<file path="src/hw/rtl/efg_pkg.sv">
// Package for the event flag group: sizes, codes, waiter entry and cell control types.
// Shared by the cell module and the top level; depends on nothing else.
package efg_pkg;

    localparam int FLAG_BITS   = 16;
    localparam int MAX_WAITERS = 8;
    localparam int MAX_TASKS   = 16;

    localparam int FLAG_W = 16;
    localparam int TASK_W = 4;
    localparam int CNT_W  = $clog2(MAX_WAITERS + 1);
    localparam int IDX_W  = (MAX_WAITERS > 1) ? $clog2(MAX_WAITERS) : 1;

    localparam logic [FLAG_W-1:0] FLAG_KEEP =
        (FLAG_BITS >= FLAG_W) ? {FLAG_W{1'b1}} : FLAG_W'((64'd1 << FLAG_BITS) - 64'd1);

    localparam logic [1:0] CMD_PEND  = 2'd0;
    localparam logic [1:0] CMD_SET   = 2'd1;
    localparam logic [1:0] CMD_RESET = 2'd2;

    typedef enum logic [2:0] {
        KIND_SATISFIED = 3'd0,
        KIND_BLOCKED   = 3'd1,
        KIND_WOKEN     = 3'd2,
        KIND_DONE      = 3'd3,
        KIND_FULL      = 3'd4
    } kind_t;

    typedef struct packed {
        logic [TASK_W-1:0] task_id;
        logic [FLAG_W-1:0] mask;
        logic              wait_all;
    } waiter_t;

    typedef struct packed {
        logic             shift;
        logic             wr_en;
        logic [IDX_W-1:0] wr_pos;
        waiter_t          wdata;
    } cell_ctl_t;

    function automatic logic cond_holds(logic [FLAG_W-1:0] flags,
                                        logic [FLAG_W-1:0] mask,
                                        logic              all);
        logic hit;
        if (all)
        begin
            hit = ((flags & mask) == mask);
        end
        else
        begin
            hit = ((flags & mask) != '0);
        end
        return hit;
    endfunction

    // Folds a task identifier into the range of task numbers. The task count is a
    // power of two, so this reduces to keeping the low bits.
    function automatic logic [TASK_W-1:0] task_wrap(logic [TASK_W-1:0] t);
        return TASK_W'(int'(t) % MAX_TASKS);
    endfunction

endpackage

</file>
<file path="src/hw/rtl/efg_if.sv">
// Handshake interfaces for the command and result channels of the event flag group.
// Field widths follow the fixed item layout; depends on nothing else.
interface efg_cmd_if;
    logic        valid;
    logic        ready;
    logic [1:0]  cmd;
    logic [3:0]  task_id;
    logic [15:0] flag_mask;
    logic        wait_all;

    modport source (output valid, cmd, task_id, flag_mask, wait_all, input ready);
    modport sink (input valid, cmd, task_id, flag_mask, wait_all, output ready);
endinterface

interface efg_rsp_if;
    logic        valid;
    logic        ready;
    logic [2:0]  kind;
    logic [3:0]  woken_task;
    logic [15:0] flags_now;
    logic        last;

    modport source (output valid, kind, woken_task, flags_now, last, input ready);
    modport sink (input valid, kind, woken_task, flags_now, last, output ready);
endinterface

</file>
<file path="src/hw/rtl/efg_cell.sv">
// One waiter slot of the event flag group chain.
// Uses efg_pkg for the entry and control types.
module efg_cell (
    input  logic                        clk,
    input  efg_pkg::cell_ctl_t          ctl,
    input  logic [efg_pkg::IDX_W-1:0]   my_idx,
    input  efg_pkg::waiter_t            right,
    output efg_pkg::waiter_t            entry
);

    efg_pkg::waiter_t entry_reg;

    // A write aimed at this slot wins over the shift from the right-hand neighbor.
    always_ff @(posedge clk)
    begin
        if (ctl.wr_en && (ctl.wr_pos == my_idx))
        begin
            entry_reg <= ctl.wdata;
        end
        else if (ctl.shift)
        begin
            entry_reg <= right;
        end
    end

    assign entry = entry_reg;

endmodule

</file>
<file path="src/hw/rtl/event_flag_group_core.sv">
// Event flag group: a pend gives one result (satisfied, blocked or full); a set walks
// each waiter through the cell chain, one result per woken waiter, then a done result;
// reset flags and unused commands give a done result. One item is in work at a time. A
// result register lets the next item be taken while the last result waits. Reset gives
// flag word 0 and an empty list, no clearing pass.
module event_flag_group_core (
    input  logic                        clk,
    input  logic                        rst_n,
    efg_cmd_if.sink                     req,
    efg_rsp_if.source                   rsp,
    input  logic                        cfg_we,
    input  logic [efg_pkg::FLAG_W-1:0]  cfg_wdata
);

    typedef enum logic {S_IDLE, S_RUN} state_t;

    state_t                         state_reg, state_next;
    logic [1:0]                     cmd_reg, cmd_next;
    logic [efg_pkg::TASK_W-1:0]     task_reg, task_next;
    logic [efg_pkg::FLAG_W-1:0]     mask_reg, mask_next;
    logic                           all_reg, all_next;
    logic [efg_pkg::FLAG_W-1:0]     flag_reg, flag_next;
    logic [efg_pkg::CNT_W-1:0]      count_reg, count_next;
    logic [efg_pkg::CNT_W-1:0]      rem_reg, rem_next;
    logic [efg_pkg::CNT_W-1:0]      keep_reg, keep_next;
    logic                           out_valid_reg, out_valid_next;
    efg_pkg::kind_t                 kind_reg, kind_next;
    logic [efg_pkg::TASK_W-1:0]     otask_reg, otask_next;
    logic [efg_pkg::FLAG_W-1:0]     oflags_reg, oflags_next;
    logic                           last_reg, last_next;

    efg_pkg::cell_ctl_t             ctl;
    efg_pkg::waiter_t               cell_q [efg_pkg::MAX_WAITERS];
    efg_pkg::waiter_t               head;
    logic                           slot_free;
    logic                           accept;
    logic [efg_pkg::FLAG_W-1:0]     in_mask;

    genvar gi;
    generate
        for (gi = 0; gi < efg_pkg::MAX_WAITERS; gi++)
        begin : g_cell
            efg_pkg::waiter_t right;
            if (gi == efg_pkg::MAX_WAITERS - 1)
            begin : g_tail
                assign right = '0;
            end
            else
            begin : g_mid
                assign right = cell_q[gi + 1];
            end
            efg_cell u_cell (
                .clk    (clk),
                .ctl    (ctl),
                .my_idx (efg_pkg::IDX_W'(gi)),
                .right  (right),
                .entry  (cell_q[gi])
            );
        end
    endgenerate

    assign head      = cell_q[0];
    assign req.ready = (state_reg == S_IDLE);
    assign accept    = req.valid && req.ready;
    assign slot_free = !out_valid_reg || rsp.ready;
    assign in_mask   = req.flag_mask & efg_pkg::FLAG_KEEP;

    always_comb
    begin
        state_next     = state_reg;
        cmd_next       = cmd_reg;
        task_next      = task_reg;
        mask_next      = mask_reg;
        all_next       = all_reg;
        flag_next      = flag_reg;
        count_next     = count_reg;
        rem_next       = rem_reg;
        keep_next      = keep_reg;
        out_valid_next = out_valid_reg && !rsp.ready;
        kind_next      = kind_reg;
        otask_next     = otask_reg;
        oflags_next    = oflags_reg;
        last_next      = last_reg;

        ctl.shift         = 1'b0;
        ctl.wr_en         = 1'b0;
        ctl.wr_pos        = '0;
        ctl.wdata.task_id = task_reg;
        ctl.wdata.mask    = mask_reg;
        ctl.wdata.wait_all = all_reg;

        case (state_reg)
            S_IDLE:
            begin
                if (accept)
                begin
                    cmd_next   = req.cmd;
                    task_next  = efg_pkg::task_wrap(req.task_id);
                    mask_next  = in_mask;
                    all_next   = req.wait_all;
                    rem_next   = count_reg;
                    keep_next  = '0;
                    state_next = S_RUN;
                    if (req.cmd == efg_pkg::CMD_SET)
                    begin
                        flag_next = (flag_reg | in_mask) & efg_pkg::FLAG_KEEP;
                    end
                    else if (req.cmd == efg_pkg::CMD_RESET)
                    begin
                        flag_next = flag_reg & ~in_mask;
                    end
                end
            end
            S_RUN:
            begin
                case (cmd_reg)
                    efg_pkg::CMD_PEND:
                    begin
                        if (slot_free)
                        begin
                            out_valid_next = 1'b1;
                            otask_next     = task_reg;
                            oflags_next    = flag_reg;
                            last_next      = 1'b1;
                            state_next     = S_IDLE;
                            if (efg_pkg::cond_holds(flag_reg, mask_reg, all_reg))
                            begin
                                kind_next = efg_pkg::KIND_SATISFIED;
                            end
                            else if (count_reg < efg_pkg::CNT_W'(efg_pkg::MAX_WAITERS))
                            begin
                                kind_next  = efg_pkg::KIND_BLOCKED;
                                ctl.wr_en  = 1'b1;
                                ctl.wr_pos = count_reg[efg_pkg::IDX_W-1:0];
                                count_next = count_reg + efg_pkg::CNT_W'(1);
                            end
                            else
                            begin
                                kind_next = efg_pkg::KIND_FULL;
                            end
                        end
                    end
                    efg_pkg::CMD_SET:
                    begin
                        if (rem_reg != '0)
                        begin
                            // The head leaves each step, but a woken head waits for a free result slot; a kept waiter
                            // is written back just behind the waiters already kept.
                            if (efg_pkg::cond_holds(flag_reg, head.mask, head.wait_all))
                            begin
                                if (slot_free)
                                begin
                                    out_valid_next = 1'b1;
                                    kind_next      = efg_pkg::KIND_WOKEN;
                                    otask_next     = head.task_id;
                                    oflags_next    = flag_reg;
                                    last_next      = 1'b0;
                                    ctl.shift      = 1'b1;
                                    rem_next       = rem_reg - efg_pkg::CNT_W'(1);
                                end
                            end
                            else
                            begin
                                ctl.shift  = 1'b1;
                                ctl.wr_en  = 1'b1;
                                ctl.wr_pos = efg_pkg::IDX_W'(rem_reg + keep_reg
                                                             - efg_pkg::CNT_W'(1));
                                ctl.wdata  = head;
                                rem_next   = rem_reg - efg_pkg::CNT_W'(1);
                                keep_next  = keep_reg + efg_pkg::CNT_W'(1);
                            end
                        end
                        else if (slot_free)
                        begin
                            out_valid_next = 1'b1;
                            kind_next      = efg_pkg::KIND_DONE;
                            otask_next     = '0;
                            oflags_next    = flag_reg;
                            last_next      = 1'b1;
                            count_next     = keep_reg;
                            state_next     = S_IDLE;
                        end
                    end
                    default:
                    begin
                        if (slot_free)
                        begin
                            out_valid_next = 1'b1;
                            kind_next      = efg_pkg::KIND_DONE;
                            otask_next     = '0;
                            oflags_next    = flag_reg;
                            last_next      = 1'b1;
                            state_next     = S_IDLE;
                        end
                    end
                endcase
            end
            default:
            begin
                state_next = S_IDLE;
            end
        endcase

        // Writing the register re-creates the group.
        if (cfg_we)
        begin
            flag_next  = cfg_wdata & efg_pkg::FLAG_KEEP;
            count_next = '0;
        end
    end

    always_ff @(posedge clk or negedge rst_n)
    begin
        if (!rst_n)
        begin
            state_reg     <= S_IDLE;
            cmd_reg       <= efg_pkg::CMD_PEND;
            task_reg      <= '0;
            mask_reg      <= '0;
            all_reg       <= 1'b0;
            flag_reg      <= '0;
            count_reg     <= '0;
            rem_reg       <= '0;
            keep_reg      <= '0;
            out_valid_reg <= 1'b0;
            kind_reg      <= efg_pkg::KIND_DONE;
            otask_reg     <= '0;
            oflags_reg    <= '0;
            last_reg      <= 1'b0;
        end
        else
        begin
            state_reg     <= state_next;
            cmd_reg       <= cmd_next;
            task_reg      <= task_next;
            mask_reg      <= mask_next;
            all_reg       <= all_next;
            flag_reg      <= flag_next;
            count_reg     <= count_next;
            rem_reg       <= rem_next;
            keep_reg      <= keep_next;
            out_valid_reg <= out_valid_next;
            kind_reg      <= kind_next;
            otask_reg     <= otask_next;
            oflags_reg    <= oflags_next;
            last_reg      <= last_next;
        end
    end

    assign rsp.valid      = out_valid_reg;
    assign rsp.kind       = kind_reg;
    assign rsp.woken_task = otask_reg;
    assign rsp.flags_now  = oflags_reg;
    assign rsp.last       = last_reg;

    a_count_bound: assert property (@(posedge clk) disable iff (!rst_n)
        count_reg <= efg_pkg::CNT_W'(efg_pkg::MAX_WAITERS))
        else $error("waiter count exceeds the list size");

    a_accept_runs: assert property (@(posedge clk) disable iff (!rst_n)
        accept && !cfg_we |=> state_reg == S_RUN)
        else $error("accepted item did not start work");

    a_walk_only_set: assert property (@(posedge clk) disable iff (!rst_n)
        (state_reg == S_RUN) && (cmd_reg == efg_pkg::CMD_SET)
            |-> (rem_reg + keep_reg) <= count_reg)
        else $error("set walk lost track of the waiter list");

endmodule
</file>
<file path="src/flat_wrapper.sv">
// flat-port wrapper written by rule: the top's interface ports become plain ports
module event_flag_group_core_flat 
  (clk, rst_n, cfg_we, cfg_wdata, req_valid, req_cmd, req_task_id, req_flag_mask, req_wait_all, req_ready, rsp_valid, rsp_kind, rsp_woken_task, rsp_flags_now, rsp_last, rsp_ready);
  efg_cmd_if req_i ();
  efg_rsp_if rsp_i ();
  input  logic clk;
  input  logic rst_n;
  input  logic cfg_we;
  input  logic [efg_pkg::FLAG_W-1:0] cfg_wdata;
  input wire logic [$bits(req_i.valid)-1:0] req_valid;
  input wire logic [$bits(req_i.cmd)-1:0] req_cmd;
  input wire logic [$bits(req_i.task_id)-1:0] req_task_id;
  input wire logic [$bits(req_i.flag_mask)-1:0] req_flag_mask;
  input wire logic [$bits(req_i.wait_all)-1:0] req_wait_all;
  output wire logic [$bits(req_i.ready)-1:0] req_ready;
  output wire logic [$bits(rsp_i.valid)-1:0] rsp_valid;
  output wire logic [$bits(rsp_i.kind)-1:0] rsp_kind;
  output wire logic [$bits(rsp_i.woken_task)-1:0] rsp_woken_task;
  output wire logic [$bits(rsp_i.flags_now)-1:0] rsp_flags_now;
  output wire logic [$bits(rsp_i.last)-1:0] rsp_last;
  input wire logic [$bits(rsp_i.ready)-1:0] rsp_ready;
  assign req_i.valid = req_valid;
  assign req_i.cmd = req_cmd;
  assign req_i.task_id = req_task_id;
  assign req_i.flag_mask = req_flag_mask;
  assign req_i.wait_all = req_wait_all;
  assign req_ready = req_i.ready;
  assign rsp_valid = rsp_i.valid;
  assign rsp_kind = rsp_i.kind;
  assign rsp_woken_task = rsp_i.woken_task;
  assign rsp_flags_now = rsp_i.flags_now;
  assign rsp_last = rsp_i.last;
  assign rsp_i.ready = rsp_ready;
  event_flag_group_core u_core (.clk(clk), .rst_n(rst_n), .req(req_i), .rsp(rsp_i), .cfg_we(cfg_we), .cfg_wdata(cfg_wdata));
endmodule
</file>
<file path="config.mk">
export PLATFORM = sky130hd
export DESIGN_NAME = event_flag_group_core_flat
export DESIGN_NICKNAME = d
export VERILOG_FILES = /design/src/hw/rtl/efg_pkg.sv /design/src/hw/rtl/efg_if.sv /design/src/hw/rtl/efg_cell.sv /design/src/hw/rtl/event_flag_group_core.sv /design/src/flat_wrapper.sv
export SDC_FILE = /design/constraint.sdc
export NUM_CORES = 1
export LEC_CHECK = 0
export BUFFER_PORTS_ARGS = -buffer_cell sky130_fd_sc_hd__buf_4
export CELL_PAD_IN_SITES_DETAIL_PLACEMENT = 1
export CELL_PAD_IN_SITES_GLOBAL_PLACEMENT = 2
export CORE_UTILIZATION = 40
export CTS_BUF_LIST = sky130_fd_sc_hd__clkbuf_4 sky130_fd_sc_hd__clkbuf_8
export DETAILED_ROUTE_END_ITERATION = 8
export GPL_TIMING_DRIVEN = 0
export HOLD_SLACK_MARGIN = 0.1
export PLACE_DENSITY_LB_ADDON = 0.1
export SETUP_SLACK_MARGIN = 0.1
export SYNTH_ARGS = -nofsm -noshare
export SYNTH_HDL_FRONTEND = slang
export SYNTH_SLANG_ARGS = --single-unit
</file>
<file path="constraint.sdc">
create_clock -name clk -period 7.8 [get_ports clk]
set_clock_uncertainty 0.1 [all_clocks]
set_input_delay 0.39 -clock clk [delete_from_list [all_inputs] [get_ports clk]]
set_output_delay 0.39 -clock clk [all_outputs]
set_load 0.01 [all_outputs]
</file>
==> impl_results.md, run 1 <==
- Die Area: 29,400 um2
- Netlist Area Pre-Place: 11,500 um2
- Clock transition at path regs: about 60 ps
- Nets@finish: 1,067
- Initial antenna violation count: 0
- Placement Setup Slack: 3170 ps
- FMAX: around 0.21 GHz
- Slowest stage delay, CP: 860 ps
- #FFs+latches synth: roughly 250
- Async set-reset flop share out of synthesis: about a third
- Worst Path Arrival: 4660 ps
- TritonCTS clock tree: built
- Register share of total power: 43.9%
- Fin util: 48.9%
- Share of layout cells above drive strength 1: 32.1%
- Skew-Pair Late Insertion Delay: 560 ps
- CP endpoint kind: flip-flop
- Pre-Repair DR Iteration Count: 4
- Starting DRC count in detailed routing: ~330
- Net Sw Frac: 34.1%
- DR vias: ~7,500
- Placed wire-length estimate: slightly above 20,000 um
- Leakage: 5.25 nW
- Postcts setup bufs: 0
- GP Congestion: approximately 0.84
- Commonest non-fill, non-tap cell in the layout: edfxtp_1
- I/O pins: 70
- Initial Utilization: 41.0%
- Number of global-route vias before repair: between 8,000 and 9,000
- Seq/Total Area, Yosys: 60.8%
- TritonCTS Buffers: 45
- Post-DRT Antenna Nets: 0
- Comb power frac: 31.2%
- Mapped Cells: approximately 860
- First-pass GRT wire length: 44,900 um
- Avg Cell Area, Syn: 13.3 um2
- CP bufs+invs: 2
- Outcome: complete, no violations
- Largest register FFs: 168
- Final setup viols: 0
- RSZ-0062 raised after global routing: no
- Root Buffer: clkbuf_8
- Top post-synthesis cells by area: edfxtp_1 44%, dfrtp_1 16%, mux2_2 15%, nand2_1 3.4%, mux2_4 2.5%
- Synth cell types: 63
- Drt via density: 5.25
- DRT Wirelength: 28,100 um
- Commonest non-fill, non-tap cells in the layout: 168 x edfxtp_1, 156 x mux2_2, 104 x nand2_1
- Drt drc: 0
- Crit Path Category: flip-flop to flip-flop
- Worst path slowest cell: nor3b_1
- Primary FF master, synth: edfxtp_1
- Total gr overflow: 0
- Final setup margin: 3140 ps
- Max Cap Violations: 0
- H-tree depth: 2
- Hold crit path type: primary input to flip-flop
- Non-Filler Instances: 1,426
- CP startpoint kind: flip-flop
- Final Hold Fails: 0
- Final setup TNS: 0 ps
- Die Wd: 171 um
- Worst slew margin: 30.0%
- Core region area: roughly 28,000 um2
- Maximum VDD drop: 160 uV
- Fillcell total: 2,926
- PD cells: 345 nW/um2
- Clk sink count: 245
- Area Growth Syn to Fin: 19.4%
- All-Layer GR Usage: between 10% and 20%
- Critical Path Fanout Max: 21
- Port Buf Inserts: 66
- Sw Pwr: 1.61 mW
- N_diodes: 0
- Largest net degree at the start of global routing: 78
- Top-area cell type share of the netlist area: 44.0%
- Crit share post-route: around three fifths
- Post-CTS sizing: 0
- Crit path cell chain: inv_1, ha_1, nor3b_1, nor2_1, nand2_1, nor2_1, o21ai_0, nand3b_1, buf_1, nand2_1
- Fin. max-slew vios: 0
- Site Rows: 61
- Slew @ Worst Pin: about 1000 ps
- Ys Warns: 0
- Clock network power share: about a quarter
- Int Pwr: 3.11 mW
- Die Y: 171 um
- WL per Instance: 19.7 um
- Crit path max-delay family: simple AND/OR/NAND/NOR gates
- Syn Nets: 914
- Dpl cells: 1,308
- CTS hold repair buffers: 40
- Critical path required time: roughly 7800 ps
- Post-synth top area cell: edfxtp_1
- Crit path time final: about 4700 ps
- Max clock buf depth: 3
- EDFF count, synth: 168
==> final cells by class <==
class                      count  area (um2)  area share [%]
clock inverter                12        70.1           0.511
buffer                        47         225            1.64
sequential                   245        6970            50.9
tap                          378         473            3.45
clock buffer                  66         783            5.72
inverter                      21        78.8           0.575
multi-input combinational    551        4200            30.7
timing repair buffer         106         896            6.54
==> cells by family (layout without fill, tap and decap cells) <==
group / count (synthesis) / in the layout / share of synthesized area, %
flops: 245 / 245 / 60.8
xor+xnor: 5 / 5 / 0.381
simple gates: 235 / 235 / 9.71
compound gates: 124 / 124 / 7.49
mux: 181 / 181 / 18.4
fa+ha+maj: 6 / 6 / 0.654
buf+inv: 68 / 252 / 2.65
==> through the flow <==
| stage | cell area (um2) | hold slack [ps] | power, mW |
|---|---|---|---|
| floorplan | 11500 | -5.59 | 3.00 |
| global placement | 12400 | 372 | 3.49 |
| detailed placement | 12400 | 380 | 3.57 |
| CTS | 13700 | 215 | 4.79 |
| global route | 13700 | 254 | 5.02 |
| finish | 13700 | 236 | 4.72 |
==> Yosys cell counts (2+ instances only) <==
cell,n
ha_1,6
o21ai_0,27
mux2_1,4
nor2b_1,38
nor3_1,6
nand3_1,18
mux2_4,19
nor3b_1,3
or3_1,2
a22o_1,7
nand4_1,2
mux2i_1,2
nand3b_1,3
o22a_1,3
mux2_2,156
a21oi_1,25
nor4_1,2
edfxtp_1,168
o22ai_1,7
nor2_1,41
a221oi_1,3
nand2b_1,7
buf_2,7
buf_1,8
buf_12,2
inv_1,19
dfrtp_1,75
a22oi_1,8
clkbuf_1,29
o31ai_1,12
or2_2,2
o2bb2ai_1,5
a2111oi_0,4
a31oi_1,7
nand2_1,104
xnor2_1,4
o2111ai_1,2
dfstp_2,2
==> layer usage <==
layer	routed length [um]	track usage [%]	vias up
met3	988	3.27	47
met5	0	0	-
met2	13900	34.7	158
met4	654	6.29	0
li1	-	-	3519
met1	12500	24.9	3759
==> final timing paths <==
check                                    from                                end  slack (ps)  depth (start not counted)
max                         u_core.rem_reg[0]  u_core.g_cell[2].u_cell.entry[20]        3140                         10
min                                req_cmd[0]                          flip-flop         240                          3
min reg2reg                u_core.rsp.kind[0]                 u_core.rsp.kind[0]         380                          2
max reg2reg                 u_core.rem_reg[0]  u_core.g_cell[2].u_cell.entry[20]        3140                         10
min in group asynchronous               rst_n                 u_core.keep_reg[1]         460                          2
max in group asynchronous               rst_n            u_core.rsp.flags_now[7]        6430                          2
==> worst register-to-register path, cell delays in order (launching register included) <==
cell and delay, ps:
dfrtp_1 370, inv_1 150, ha_1 210, nor3b_1 860
nor2_1 440, nand2_1 150, nor2_1 50, o21ai_0 510
nand3b_1 280, buf_1 430, nand2_1 650
==> power by group through the flow <==
stage | logic, mW | clock network [mW] | registers, mW
final | 1.48 | 1.17 | 2.07
after global routing | 1.64 | 1.27 | 2.11
after CTS | 1.50 | 1.22 | 2.08
after detailed placement | 1.47 | 0 | 2.10
after global placement | 1.41 | 0 | 2.07
after floorplan | 0.976 | 0 | 2.03
No activity file was read; power rests on OpenSTA's default activity.
==> run 2, diff against run 1 <==
Clock period 7.8 ns to 4.1 ns, I/O delays scaled along.
==> run 2 against run 1 <==
Effect of this change: clock-buffer cell count unchanged; sequential share of layout area decreased by 0.90 points; worst hold slack improved by 46 ps; die area unchanged; core utilization increased by 0.88 points; clock power increased by 91%; critical endpoint is now u_core.g_cell[4].u_cell.entry[20]; largest cell class unchanged.
==> impl_results.md, run 2 (same netlist as run 1, synthesis figures left out) <==
- Outcome: complete, no violations
- TritonCTS clock tree: built
- GP Congestion: 0.839
- I/O pins: 70
- Max Cap Violations: 0
- Crit share post-route: 95.2%
- Met2 GRT Util: 35.2%
- TritonCTS Buffers: 45
- RSZ-0062 raised after global routing: yes
- Commonest non-fill, non-tap cells in the layout: 168 x edfxtp_1, 156 x mux2_2, 99 x nand2_1
- Post-DRT Antenna Nets: 0
- Worst Path Arrival: roughly 4000 ps
- Port Buf Inserts: 66
- Number of global-route vias before repair: 8,356
- Crit path cell chain: and2b_2, a2111oi_1, nand4_1, a22oi_2, nor2_2, a32o_2, or4b_1, buf_6, buf_12, nand2_4
- Clk sink count: approximately 250
- Area Growth Syn to Fin: 21.5%
- Worst hold slack: 283 ps
- Hold crit path type: primary input to asynchronous set/reset pin
- Final setup viols: 0
- H-tree depth: 2
- GRT Max-Usage Layer: met2
- Critical path required time: about 4200 ps
- Skew-Pair Late Insertion Delay: roughly 560 ps
- Core region area: 28,000 um2
- Final Hold Fails: 0
- Commonest non-fill, non-tap cell in the layout: edfxtp_1
- Nets@finish: 1,083
- Crit Path Category: flip-flop to flip-flop
- Die Y: 171 um
- Maximum VDD drop: roughly 320 uV
- Largest net degree at the start of global routing: 78
- CP endpoint kind: flip-flop
- CP startpoint kind: flip-flop
- Crit path time final: 3900 ps
- Critical Path Fanout Max: 21
- Fin. max-slew vios: 0
- Starting DRC count in detailed routing: 364
- Leakage: 5.35 nW
- Die Area: 29,400 um2
- Placed wire-length estimate: 20,500 um
- Slew @ Worst Pin: 1050 ps
- Largest register FFs: 168
- First-pass GRT wire length: 45,500 um
- Initial antenna violation count: 0
- Worst path slowest cell: or4b_1
- WL per Instance: 19.7 um
- DRT Wirelength: 28,400 um
- Clock transition at path regs: 60 ps
- Site Rows: 61
- Initial Utilization: 41.0%
- FMAX: 0.256 GHz
- PD cells: 651 nW/um2
- Drt via density: 5.22
- Root Buffer: clkbuf_8
- Drt drc: 0
- Final setup TNS: 0 ps
- Share of layout cells above drive strength 1: 33.1%
- Fillcell total: 2,908
- Pre-Repair DR Iteration Count: 4
- Total gr overflow: 0
- Max clock buf depth: 3
- Die Wd: 171 um
- Met1 Use GR: 25.1%
- Met3 global-route usage: 3.27%
- N_diodes: 0
- Worst slew margin: 29.7%
- Slowest stage delay, CP: roughly 630 ps
- Postcts setup bufs: 0
- All-Layer GR Usage: 20.0%
- DR vias: 7,522
==> run 2: changes by cell type in the layout (fill, tap and decap cells not counted), sizes merged <==
cell         change
buf              -1
dlygate4sd3     +16
clkbuf           +1
==> run 2: metrics by stage <==
step | setup slack [ps] | instances | area, um2 | power, mW | utilization (%)
finish | 196 | 1442 | 13900 | 9.07 | 49.8
global route | 50.9 | 1442 | 13900 | 9.63 | 49.8
CTS | 27.9 | 1442 | 13900 | 9.18 | 49.7
detailed placement | -527 | 1308 | 12400 | 6.80 | 44.4
global placement | -481 | 1308 | 12400 | 6.63 | 44.4
floorplan | 555 | 864 | 11500 | 5.71 | -
==> run 2: worst paths after layout <==
| path | endpoint | slack, ps | cells after the start |
|---|---|---|---|
| setup / recovery | u_core.g_cell[4].u_cell.entry[20] | 200 | 10 |
| max in group asynchronous | u_core.mask_reg[14] | 2920 | 2 |
| hold / removal | u_core.rsp.woken_task[2] | 280 | 2 |
| hold reg to reg | u_core.rsp.kind[0] | 380 | 2 |
| setup reg to reg | u_core.g_cell[4].u_cell.entry[20] | 200 | 10 |
| min in group clk | u_core.cmd_reg[1] | 290 | 4 |
==> run 2: power breakdown <==
group | total (mW) | switching (mW) | internal [mW]
combinational | 2.90 | 1.68 | 1.21
sequential | 3.94 | 0.418 | 3.52
clock | 2.24 | 1.01 | 1.23
==> run 2: repair_timing <==
action,CTS,global route
gates resized for setup,19,9
hold endpoints to repair,117,0
endpoints found under the setup margin,285,226
hold buffers,56,0
==> run 2: final cells by class <==
cell class	count	area, um2	area share, %
Tap cell	378	473	3.39
Inverter	21	78.8	0.565
Timing Repair Buffer	122	1060	7.57
Buffer	47	230	1.65
Multi-Input combinational cell	551	4280	30.7
Clock buffer	66	783	5.62
Clock inverter	12	70.1	0.502
Sequential cell	245	6970	50.0
==> run 2: metal layers <==
| layer | share of wire [%] | wire length [um] | up-vias |
|---|---|---|---|
| li1 | - | - | 3548 |
| met2 | 50 | 14100 | 151 |
| met5 | 0 | 0 | - |
| met1 | 44 | 12600 | 3773 |
| met3 | 3.4 | 976 | 50 |
| met4 | 2.4 | 668 | 0 |
==> run 2: worst max-delay path: cells and delay by family (launching register included) <==
family / cells / cell delay (ps)
and+or+nand+nor: 5 / 1470
AOI/OAI and AO/OA: 3 / 1120
DFF: 1 / 500
buffers and inverters: 2 / 340
